**src/hdl/epc_pkg.sv**
```systemverilog
`timescale 1ns / 1ps
// ----------------------------------------------------------------------------
// Euler path checker package
// Shared types and fixed field widths of the Euler path checker.
// ----------------------------------------------------------------------------
package epc_pkg;

  localparam int NODE_FIELD_W = 5;
  localparam int S_TDATA_W    = 16;
  localparam int M_TDATA_W    = 8;

  typedef enum logic {
    CMD_ADD_EDGE = 1'b0,
    CMD_EVALUATE = 1'b1
  } epc_cmd_e;

  typedef enum logic [2:0] {
    S_IDLE,
    S_OUT_UPD,
    S_IN_UPD,
    S_FIND_U,
    S_FIND_V,
    S_EVAL,
    S_DONE
  } epc_state_e;

  // Scan control from the sequencer to the evaluation accumulator.
  typedef struct packed {
    logic clear;
    logic check;
    logic used;
  } epc_scan_ctl_t;

  typedef struct packed {
    logic connected;
    logic balanced;
  } epc_verdict_t;

endpackage

```
**src/hdl/epc_ram.sv**
```systemverilog
`timescale 1ns / 1ps
// ----------------------------------------------------------------------------
// Euler path checker node RAM
// One write port, one read port, registered read data.
// ----------------------------------------------------------------------------
module epc_ram #(
  parameter int WIDTH = 8,
  parameter int DEPTH = 26
) (
  input  logic                     clk_i,
  input  logic                     we_i,
  input  logic [$clog2(DEPTH)-1:0] waddr_i,
  input  logic [WIDTH-1:0]         wdata_i,
  input  logic [$clog2(DEPTH)-1:0] raddr_i,
  output logic [WIDTH-1:0]         rdata_o
);

  logic [WIDTH-1:0] mem [DEPTH];

  always_ff @(posedge clk_i) begin
    if (we_i) begin
      mem[waddr_i] <= wdata_i;
    end
  end

  always_ff @(posedge clk_i) begin
    rdata_o <= mem[raddr_i];
  end

endmodule

```
**src/hdl/epc_eval.sv**
```systemverilog
`timescale 1ns / 1ps
// ----------------------------------------------------------------------------
// Euler path checker evaluation accumulator
// Classifies one scanned node per cycle and keeps the running verdict.
// ----------------------------------------------------------------------------
module epc_eval #(
  parameter int NODE_W       = 5,
  parameter int DEGREE_WIDTH = 16
) (
  input  logic                      clk_i,
  input  logic                      rst_ni,
  input  epc_pkg::epc_scan_ctl_t    ctl_i,
  input  logic [NODE_W-1:0]         idx_i,
  input  logic [NODE_W-1:0]         parent_i,
  input  logic [DEGREE_WIDTH-1:0]   in_deg_i,
  input  logic [DEGREE_WIDTH-1:0]   out_deg_i,
  output epc_pkg::epc_verdict_t     verdict_o
);

  localparam logic [1:0] CNT_MANY = 2'd2;

  logic [1:0] roots_q, ext_in_q, ext_out_q;
  logic       bad_q;
  logic       is_root, deg_eq, in_plus, out_plus;

  assign is_root  = ctl_i.used && (parent_i == idx_i);
  assign deg_eq   = in_deg_i == out_deg_i;
  assign in_plus  = {1'b0, in_deg_i} == ({1'b0, out_deg_i} + 1'b1);
  assign out_plus = {1'b0, out_deg_i} == ({1'b0, in_deg_i} + 1'b1);

  always_ff @(posedge clk_i or negedge rst_ni) begin
    if (!rst_ni) begin
      roots_q   <= '0;
      ext_in_q  <= '0;
      ext_out_q <= '0;
      bad_q     <= 1'b0;
    end else if (ctl_i.clear) begin
      roots_q   <= '0;
      ext_in_q  <= '0;
      ext_out_q <= '0;
      bad_q     <= 1'b0;
    end else if (ctl_i.check && ctl_i.used) begin
      // Saturate counts at two: only zero, one or more matter.
      if (is_root && roots_q != CNT_MANY) roots_q <= roots_q + 2'd1;
      if (!deg_eq) begin
        if (in_plus) begin
          if (ext_in_q != CNT_MANY) ext_in_q <= ext_in_q + 2'd1;
        end else if (out_plus) begin
          if (ext_out_q != CNT_MANY) ext_out_q <= ext_out_q + 2'd1;
        end else begin
          bad_q <= 1'b1;
        end
      end
    end
  end

  assign verdict_o.connected = roots_q != CNT_MANY;
  assign verdict_o.balanced  = !bad_q &&
                               ((ext_in_q == 2'd0 && ext_out_q == 2'd0) ||
                                (ext_in_q == 2'd1 && ext_out_q == 2'd1));

endmodule

```
**src/hdl/euler_path_existence_checker_core.sv**
```systemverilog
`timescale 1ns / 1ps
// ----------------------------------------------------------------------------
// Euler path existence checker core
// Loads directed edges, tracks degrees and union-find sets in RAM, and
// answers whether a directed Euler path exists on an evaluate command.
// ----------------------------------------------------------------------------
// The core takes one transaction at a time on the slave stream. tuser is the
// command (0 adds the edge start_node -> end_node, 1 evaluates and clears).
// An added edge does one read-modify-write each for the out-degree and
// in-degree entry in the degree RAM, then walks the parent links of both
// endpoints to their roots in the parent RAM, one step per read; that RAM
// has one read per cycle. An edge with an endpoint at NODE_COUNT or above
// is dropped. An evaluate scans both RAMs one node a cycle, then places the
// result in the output register and clears all state at once; it waits
// there only while an earlier result is still untaken. Edges are accepted
// while a result waits.
// Node-used flags live in flip-flops and act as valid bits for both RAMs, so
// no clearing pass is needed after reset or after evaluate.
// Degree counters saturate at all ones and flag an overflow, which forces
// the answer to not possible.
// ----------------------------------------------------------------------------
module euler_path_existence_checker_core #(
  parameter int NODE_COUNT   = 26,
  parameter int DEGREE_WIDTH = 16
) (
  input  logic                           clk_i,
  input  logic                           rst_ni,
  input  logic                           s_axis_tvalid,
  output logic                           s_axis_tready,
  // [4:0] start_node, [9:5] end_node, [15:10] zero
  input  logic [epc_pkg::S_TDATA_W-1:0]  s_axis_tdata,
  // [0] command
  input  logic                           s_axis_tuser,
  output logic                           m_axis_tvalid,
  input  logic                           m_axis_tready,
  // [0] possible, [1] count_overflow, [7:2] zero
  output logic [epc_pkg::M_TDATA_W-1:0]  m_axis_tdata
);

  localparam int NODE_W = $clog2(NODE_COUNT);
  localparam int IDX_W  = $clog2(NODE_COUNT + 1);
  localparam int CMP_W  = (IDX_W > epc_pkg::NODE_FIELD_W) ? IDX_W : epc_pkg::NODE_FIELD_W;
  localparam int ENT_W  = 2 * DEGREE_WIDTH;
  localparam logic [DEGREE_WIDTH-1:0] DEG_MAX = {DEGREE_WIDTH{1'b1}};
  localparam int FW = epc_pkg::NODE_FIELD_W;

  epc_pkg::epc_state_e state_q, state_d;

  // Input decode
  logic              s_accept, is_eval, edge_ok;
  logic [NODE_W-1:0] u_addr, v_addr;

  assign s_accept = s_axis_tvalid && s_axis_tready;
  assign is_eval  = s_axis_tuser == epc_pkg::CMD_EVALUATE;
  assign u_addr   = NODE_W'(s_axis_tdata[FW-1:0]);
  assign v_addr   = NODE_W'(s_axis_tdata[2*FW-1:FW]);
  assign edge_ok  = (CMP_W'(s_axis_tdata[FW-1:0]) < CMP_W'(NODE_COUNT)) &&
                    (CMP_W'(s_axis_tdata[2*FW-1:FW]) < CMP_W'(NODE_COUNT));

  // Edge registers
  logic [NODE_W-1:0]  u_q, v_q, cur_q, ru_q;
  logic               rd_vld_q, fwd_q;
  logic [ENT_W-1:0]   wd_q;
  logic [NODE_COUNT-1:0] used_q;
  logic               sat_q;

  // Evaluation scan registers
  logic [IDX_W-1:0]   idx_q;
  logic               chk_en_q, chk_used_q;
  logic [NODE_W-1:0]  chk_idx_q;
  logic               idx_live;

  logic               m_valid_q;
  logic [1:0]         m_data_q;

  // RAM ports
  logic               deg_we, par_we;
  logic [NODE_W-1:0]  deg_waddr, deg_raddr, par_waddr, par_raddr, par_wdata;
  logic [ENT_W-1:0]   deg_wdata, deg_rdata;
  logic [NODE_W-1:0]  par_rdata;

  // Degree entry after masking and forwarding
  logic [ENT_W-1:0]        ent;
  logic [DEGREE_WIDTH-1:0] ent_in, ent_out, in_new, out_new;
  logic                    in_full, out_full, hit;
  logic                    sat_set, out_load;

  epc_pkg::epc_scan_ctl_t  scan_ctl;
  epc_pkg::epc_verdict_t   verdict;

  // An entry of a node not yet used reads as zero degrees; a self loop
  // reads back the out-degree update written the cycle before.
  assign ent      = (state_q == epc_pkg::S_IN_UPD && fwd_q) ? wd_q :
                    (rd_vld_q ? deg_rdata : '0);
  assign ent_in   = ent[ENT_W-1:DEGREE_WIDTH];
  assign ent_out  = ent[DEGREE_WIDTH-1:0];
  assign in_full  = ent_in == DEG_MAX;
  assign out_full = ent_out == DEG_MAX;
  assign in_new   = in_full ? ent_in : ent_in + 1'b1;
  assign out_new  = out_full ? ent_out : ent_out + 1'b1;
  assign hit      = par_rdata == cur_q;
  assign idx_live = idx_q < IDX_W'(NODE_COUNT);

  // Next state
  always_comb begin
    state_d = state_q;
    unique case (state_q)
      epc_pkg::S_IDLE: begin
        if (s_accept) begin
          if (is_eval)      state_d = epc_pkg::S_EVAL;
          else if (edge_ok) state_d = epc_pkg::S_OUT_UPD;
        end
      end
      epc_pkg::S_OUT_UPD: state_d = epc_pkg::S_IN_UPD;
      epc_pkg::S_IN_UPD:  state_d = epc_pkg::S_FIND_U;
      epc_pkg::S_FIND_U:  if (hit) state_d = epc_pkg::S_FIND_V;
      epc_pkg::S_FIND_V:  if (hit) state_d = epc_pkg::S_IDLE;
      epc_pkg::S_EVAL:    if (!idx_live) state_d = epc_pkg::S_DONE;
      epc_pkg::S_DONE:    if (!m_valid_q || m_axis_tready) state_d = epc_pkg::S_IDLE;
      default:            state_d = epc_pkg::S_IDLE;
    endcase
  end

  // Sequencer outputs: RAM controls, scan control, handshake
  always_comb begin
    s_axis_tready  = 1'b0;
    deg_we         = 1'b0;
    deg_waddr      = u_q;
    deg_wdata      = {ent_in, out_new};
    deg_raddr      = u_addr;
    par_we         = 1'b0;
    par_waddr      = u_q;
    par_wdata      = u_q;
    par_raddr      = u_q;
    sat_set        = 1'b0;
    out_load       = 1'b0;
    scan_ctl.clear = 1'b0;
    scan_ctl.check = 1'b0;
    scan_ctl.used  = chk_used_q;
    unique case (state_q)
      epc_pkg::S_IDLE: begin
        s_axis_tready  = 1'b1;
        scan_ctl.clear = s_accept && is_eval;
      end
      epc_pkg::S_OUT_UPD: begin
        // Bump out-degree of the source; seed its parent link on first use.
        deg_we    = 1'b1;
        deg_waddr = u_q;
        deg_wdata = {ent_in, out_new};
        par_we    = !used_q[u_q];
        par_waddr = u_q;
        par_wdata = u_q;
        deg_raddr = v_q;
        sat_set   = out_full;
      end
      epc_pkg::S_IN_UPD: begin
        deg_we    = 1'b1;
        deg_waddr = v_q;
        deg_wdata = {in_new, ent_out};
        par_we    = !used_q[v_q];
        par_waddr = v_q;
        par_wdata = v_q;
        par_raddr = u_q;
        sat_set   = in_full;
      end
      epc_pkg::S_FIND_U: begin
        par_raddr = hit ? v_q : par_rdata;
      end
      epc_pkg::S_FIND_V: begin
        par_raddr = par_rdata;
        // Hang the destination's root under the source's root.
        if (hit && cur_q != ru_q) begin
          par_we    = 1'b1;
          par_waddr = cur_q;
          par_wdata = ru_q;
        end
      end
      epc_pkg::S_EVAL: begin
        deg_raddr      = idx_q[NODE_W-1:0];
        par_raddr      = idx_q[NODE_W-1:0];
        scan_ctl.check = chk_en_q;
      end
      epc_pkg::S_DONE: begin
        out_load = !m_valid_q || m_axis_tready;
      end
      default: ;
    endcase
  end

  // Control registers
  always_ff @(posedge clk_i or negedge rst_ni) begin
    if (!rst_ni) begin
      state_q   <= epc_pkg::S_IDLE;
      used_q    <= '0;
      sat_q     <= 1'b0;
      idx_q     <= '0;
      chk_en_q  <= 1'b0;
      m_valid_q <= 1'b0;
    end else begin
      state_q <= state_d;
      if (state_q == epc_pkg::S_OUT_UPD) used_q[u_q] <= 1'b1;
      if (state_q == epc_pkg::S_IN_UPD)  used_q[v_q] <= 1'b1;
      if (sat_set) sat_q <= 1'b1;
      if (scan_ctl.clear) begin
        idx_q    <= '0;
        chk_en_q <= 1'b0;
      end else if (state_q == epc_pkg::S_EVAL) begin
        chk_en_q <= idx_live;
        if (idx_live) idx_q <= idx_q + 1'b1;
      end
      // Hold the result until taken; clear the loaded set with it.
      if (out_load) begin
        m_valid_q <= 1'b1;
        used_q    <= '0;
        sat_q     <= 1'b0;
      end else if (m_axis_tready) begin
        m_valid_q <= 1'b0;
      end
    end
  end

  // Payload registers
  always_ff @(posedge clk_i) begin
    unique case (state_q)
      epc_pkg::S_IDLE: begin
        u_q      <= u_addr;
        v_q      <= v_addr;
        rd_vld_q <= used_q[u_addr];
      end
      epc_pkg::S_OUT_UPD: begin
        rd_vld_q <= used_q[v_q];
        fwd_q    <= u_q == v_q;
        wd_q     <= deg_wdata;
      end
      epc_pkg::S_IN_UPD: begin
        cur_q <= u_q;
      end
      epc_pkg::S_FIND_U: begin
        if (hit) begin
          ru_q  <= cur_q;
          cur_q <= v_q;
        end else begin
          cur_q <= par_rdata;
        end
      end
      epc_pkg::S_FIND_V: begin
        cur_q <= par_rdata;
      end
      epc_pkg::S_EVAL: begin
        chk_idx_q  <= idx_q[NODE_W-1:0];
        chk_used_q <= idx_live && used_q[idx_q[NODE_W-1:0]];
      end
      epc_pkg::S_DONE: begin
        if (out_load) m_data_q <= {sat_q, verdict.connected && verdict.balanced && !sat_q};
      end
      default: ;
    endcase
  end

  epc_ram #(
    .WIDTH (ENT_W),
    .DEPTH (NODE_COUNT)
  ) u_deg_ram (
    .clk_i   (clk_i),
    .we_i    (deg_we),
    .waddr_i (deg_waddr),
    .wdata_i (deg_wdata),
    .raddr_i (deg_raddr),
    .rdata_o (deg_rdata)
  );

  epc_ram #(
    .WIDTH (NODE_W),
    .DEPTH (NODE_COUNT)
  ) u_par_ram (
    .clk_i   (clk_i),
    .we_i    (par_we),
    .waddr_i (par_waddr),
    .wdata_i (par_wdata),
    .raddr_i (par_raddr),
    .rdata_o (par_rdata)
  );

  epc_eval #(
    .NODE_W       (NODE_W),
    .DEGREE_WIDTH (DEGREE_WIDTH)
  ) u_eval (
    .clk_i     (clk_i),
    .rst_ni    (rst_ni),
    .ctl_i     (scan_ctl),
    .idx_i     (chk_idx_q),
    .parent_i  (par_rdata),
    .in_deg_i  (deg_rdata[ENT_W-1:DEGREE_WIDTH]),
    .out_deg_i (deg_rdata[DEGREE_WIDTH-1:0]),
    .verdict_o (verdict)
  );

  assign m_axis_tvalid = m_valid_q;
  assign m_axis_tdata  = {{(epc_pkg::M_TDATA_W - 2){1'b0}}, m_data_q};

endmodule

```
**config.mk**
```make
export PLATFORM = sky130hd
export DESIGN_NAME = euler_path_existence_checker_core
export DESIGN_NICKNAME = d
export VERILOG_FILES = /design/src/hdl/epc_pkg.sv /design/src/hdl/epc_ram.sv /design/src/hdl/epc_eval.sv /design/src/hdl/euler_path_existence_checker_core.sv
export SDC_FILE = /design/constraint.sdc
export NUM_CORES = 2
export LEC_CHECK = 0
export BUFFER_PORTS_ARGS = -buffer_cell sky130_fd_sc_hd__clkbuf_2
export CAP_MARGIN = 20
export CORE_ASPECT_RATIO = 2
export CORE_MARGIN = 1
export CORE_UTILIZATION = 46
export DETAILED_ROUTE_END_ITERATION = 10
export PLACE_DENSITY = 0.68
export SETUP_SLACK_MARGIN = 0.1
export SYNTH_ARGS = -nofsm -noshare
export SYNTH_HDL_FRONTEND = slang
export SYNTH_HIERARCHICAL = 1
export SYNTH_SLANG_ARGS = --single-unit
export TNS_END_PERCENT = 10
```
**constraint.sdc**
```tcl
create_clock -name clk_i -period 5.5 [get_ports clk_i]
set_input_delay 0 -clock clk_i [delete_from_list [all_inputs] [get_ports clk_i]]
set_output_delay 0 -clock clk_i [all_outputs]
set_load 0.1 [all_outputs]
```
==> flow_summary.yaml <==
outcome:
  status: "finished clean"
synth:
  synth_cell_types: 95
  synth_top_area_share_pct: 65.1
  synth_edf_count: 1024
  yosys.area.top_type: "edfxtp_1"
  ys_seq_elements: 1105
  synth_area_leaders: "edfxtp_1, mux4_2, mux2i_1, dfrtp_1, mux4_1"
  syn-cell-area_um2: 47200
  syn_avg_cell_area_um2: 16.5
  synth_async_sr_flop_share_pct: 3.98
  synthCells: 2859
  yosysWarnings: 6
  yosysSeqAreaShare_pct: 69.0
  ys.flop_type: "edfxtp_1"
sta:
  maxSlewViolCount: 0
  slew_headroom_pct: 28.4
  rsz0062_at_grt: "false"
  worst_pin_slew_ns: 1.07
  period_minus_slack_ns: 4.32
  setup_viol: 0
  timing.final.crit_share_pct: 78.6
  finalSetupTns_ns: 0
  final.setup_skew_ns: 0.0210
  timing.fmax_mhz: 231
  hold_viol_final: 0
  fin_hold_ws_ns: 0.0735
cts:
  clock_latency_ns: 0.70
  clk_root_buffer_cell: "clkbuf_16"
  clock_path_buffers: 3
  cts.clk_slew.worst_paths_ns: 0.07
  cts.repair.resized: 0
  cts.sinks: 1105
  h-tree-depth: 3
  postCtsSetupBuffers: 0
  cts_tree: "done"
  cts_buffers: 90
worst_setup_path:
  crit_buf_inv: 1
  crit_required_ns: 5.82
  max_stage_delay_ns: 0.67
  rr_startpoint: "state_q[0]$_DFFE_PN0P_"
  cp_max_fo: 15
  cpMaxStageDelayCell: "dfrtp_1"
  critical_path_arrival_ns: 4.64
  crit_path_start_kind: "flip-flop"
  cp-end-kind: "flip-flop"
  ff2ff_path_depth: 8
  reg2reg_to: "u_par_ram/mem[8][0]$_DFFE_PP_"
  crit_type: "reg -> reg"
  cpLargestDelayFamily: "simple AND/OR/NAND/NOR gates"
  rrSetupSlack_ns: 1.18
  worstPathCellList: "nand2b_1, or2_1, inv_2, o311ai_1, or4_1, o211ai_1, or3b_1, nor2_1"
pwr:
  switchingPower_mw: 9.77
  p_leak_nw: 17.4
  pwr-share-comb_pct: 32.2
  powerDensity_nw_per_um2: 532
  switching_share_pct: 34.9
  intPower_mw: 18.3
  p_clk_share_pct: 23.9
  vdd_drop_max_mv: 0.316
  pwr-share-seq_pct: 43.9
hold_path:
  hold_end: "v_q[3]$_DFFE_PP_"
  hp-class: "in -> reg"
  hp-start: "s_axis_tdata[8]"
  worstHoldPathCells: 2
floorplanning:
  die_x_um: 229
  start_util_pct: 46.6
  io_pins: 31
  die-area_um2: 104000
  rows: 165
  core-area_um2: 101000
  fp.dieH_um: 455
layout:
  synthToLayoutAreaGrowth_pct: 11.4
  multi_input_area_um2: 14000
  drive_gt1_share_pct: 19.1
  fin_nets: 2950
  final_cell_mix: "edfxtp_1, mux2i_1, nand2_1"
  regArea_um2: 32600
  nFillCells: 7904
  n_antenna_cell: 0
  final_common_cell: "edfxtp_1"
drt:
  top_layer: "met4"
  met1_length_um: 39900
  vias: 26700
  ant_nets: 0
  dr.first_iter.drc_count: 2397
  wl_met2_um: 67200
  wl_per_cell_um: 27.5
  first_pass_iters: 6
  drcViolationCount: 0
  routed_wl_um: 119000
  vias_per_cell: 6.16
  dr_wl_met3_um: 5240
grt:
  grt_start_max_net_pins: 73
  grtUsageTotal_pct: 22.9
  antenna_found_initial: 0
  grt_pass1_wl_um: 175000
  grt.overflow.total: 0
  grt_pass1_vias: 27700
job:
  maxCapViolCount: 0
place:
  gp_congestion: 0.943
  io_buffers: 18
  dp.final_hpwl_um: 79300
## cells in the mapped netlist (15+ instances only)
| cell | n |
|---|---|
| edfxtp_1 | 1024 |
| dfxtp_1 | 37 |
| nor2_1 | 98 |
| mux4_2 | 123 |
| mux4_1 | 36 |
| mux2_2 | 80 |
| o311ai_1 | 34 |
| nand2b_1 | 16 |
| o21a_1 | 28 |
| xor2_1 | 37 |
| a21oi_1 | 54 |
| nand3_1 | 80 |
| mux2i_1 | 194 |
| a22oi_1 | 44 |
| clkbuf_1 | 86 |
| and3_1 | 27 |
| o211ai_2 | 20 |
| buf_2 | 44 |
| nor4_1 | 15 |
| dfrtp_1 | 44 |
| o22ai_1 | 29 |
| nor2b_1 | 18 |
| buf_4 | 26 |
| a22o_1 | 37 |
| xnor2_1 | 40 |
| o21ai_0 | 64 |
| nand2_1 | 186 |
| nand3b_1 | 19 |
| nand4_1 | 34 |
| o211ai_1 | 43 |
| inv_1 | 33 |
## power by group through the flow
stage	Sequential, mW	Combinational (mW)	Clock, mW
after floorplan	11.9	6.24	0
after global placement	12.4	8.72	0
after detailed placement	12.4	8.98	0
after CTS	12.3	9.03	6.83
after global routing	12.3	9.61	7.11
final	12.3	9.03	6.70
## registers in the layout (all words and copies together) (netlist names), 2 cells and up
signal,count
u_eval/ext_in_q,2
state_q,3
wd_q,32
u_par_ram/mem,130
m_data_q,2
u_q,5
idx_q,5
cur_q,5
u_deg_ram/rdata_o,32
u_eval/ext_out_q,2
u_par_ram/rdata_o,5
ru_q,5
chk_idx_q,5
u_deg_ram/mem,832
v_q,5
used_q,26
u_eval/roots_q,2
## worst max path at each step
stage                                start                         endpoint  depth (start not counted)
CTS                 state_q[2]$_DFFE_PN0P_   u_deg_ram/mem[11][5]$_DFFE_PP_                          6
global placement    state_q[2]$_DFFE_PN0P_    u_deg_ram/mem[8][5]$_DFFE_PP_                          6
detailed placement  state_q[2]$_DFFE_PN0P_   u_deg_ram/mem[15][5]$_DFFE_PP_                          6
floorplan           state_q[0]$_DFFE_PN0P_  u_eval/ext_out_q[0]$_DFFE_PN0P_                         10
finish              state_q[0]$_DFFE_PN0P_    u_par_ram/mem[8][0]$_DFFE_PP_                          8
global route        state_q[2]$_DFFE_PN0P_  u_deg_ram/mem[20][18]$_DFFE_PP_                          6
## final cells by class
cell class,count,share of cell area [%]
sequential,1105,61.9
multi-input combinational,1544,26.6
clock buffer,105,4.44
tap,1336,3.17
timing repair buffer,141,2.25
clock inverter,60,1.39
inverter,35,0.250
## routing by layer
layer	vias up	global-route usage, %
met1	13800	23.2
met4	0	12.9
li1	11500	-
met2	1019	44.7
met5	-	0
met3	331	2.73
## repair_timing
action                     4_1_cts  5_1_grt
setup endpoints to repair        0        0
hold buffers                    20        0
hold endpoints to repair        72        0
## logic make-up (layout without fill, tap and decap cells)
group           count (synthesis)  in the layout  share of synthesized area, %
buf+inv                       215            341                          2.22
xor+xnor                       78             78                          1.46
compound gates                426            426                          6.73
fa+ha+maj                      12             12                         0.318
mux                           434            434                          13.9
flops                        1105           1105                          69.0
other cells                     1              6                       0.00794
simple gates                  588            588                          6.38
## through the flow
stage	setup WS (ns)	cell area [µm²]	total power, mW	std cells	utilization [%]
finish	1.18	52700	28.0	4326	51.9
global route	1.05	52700	29.1	4326	51.9
CTS	1.20	52600	28.1	4323	51.9
detailed placement	1.25	49300	21.4	4138	48.7
global placement	1.35	49300	21.1	4137	48.7
floorplan	0.168	47300	18.1	2864	-
No activity file was read; power rests on OpenSTA's default activity.
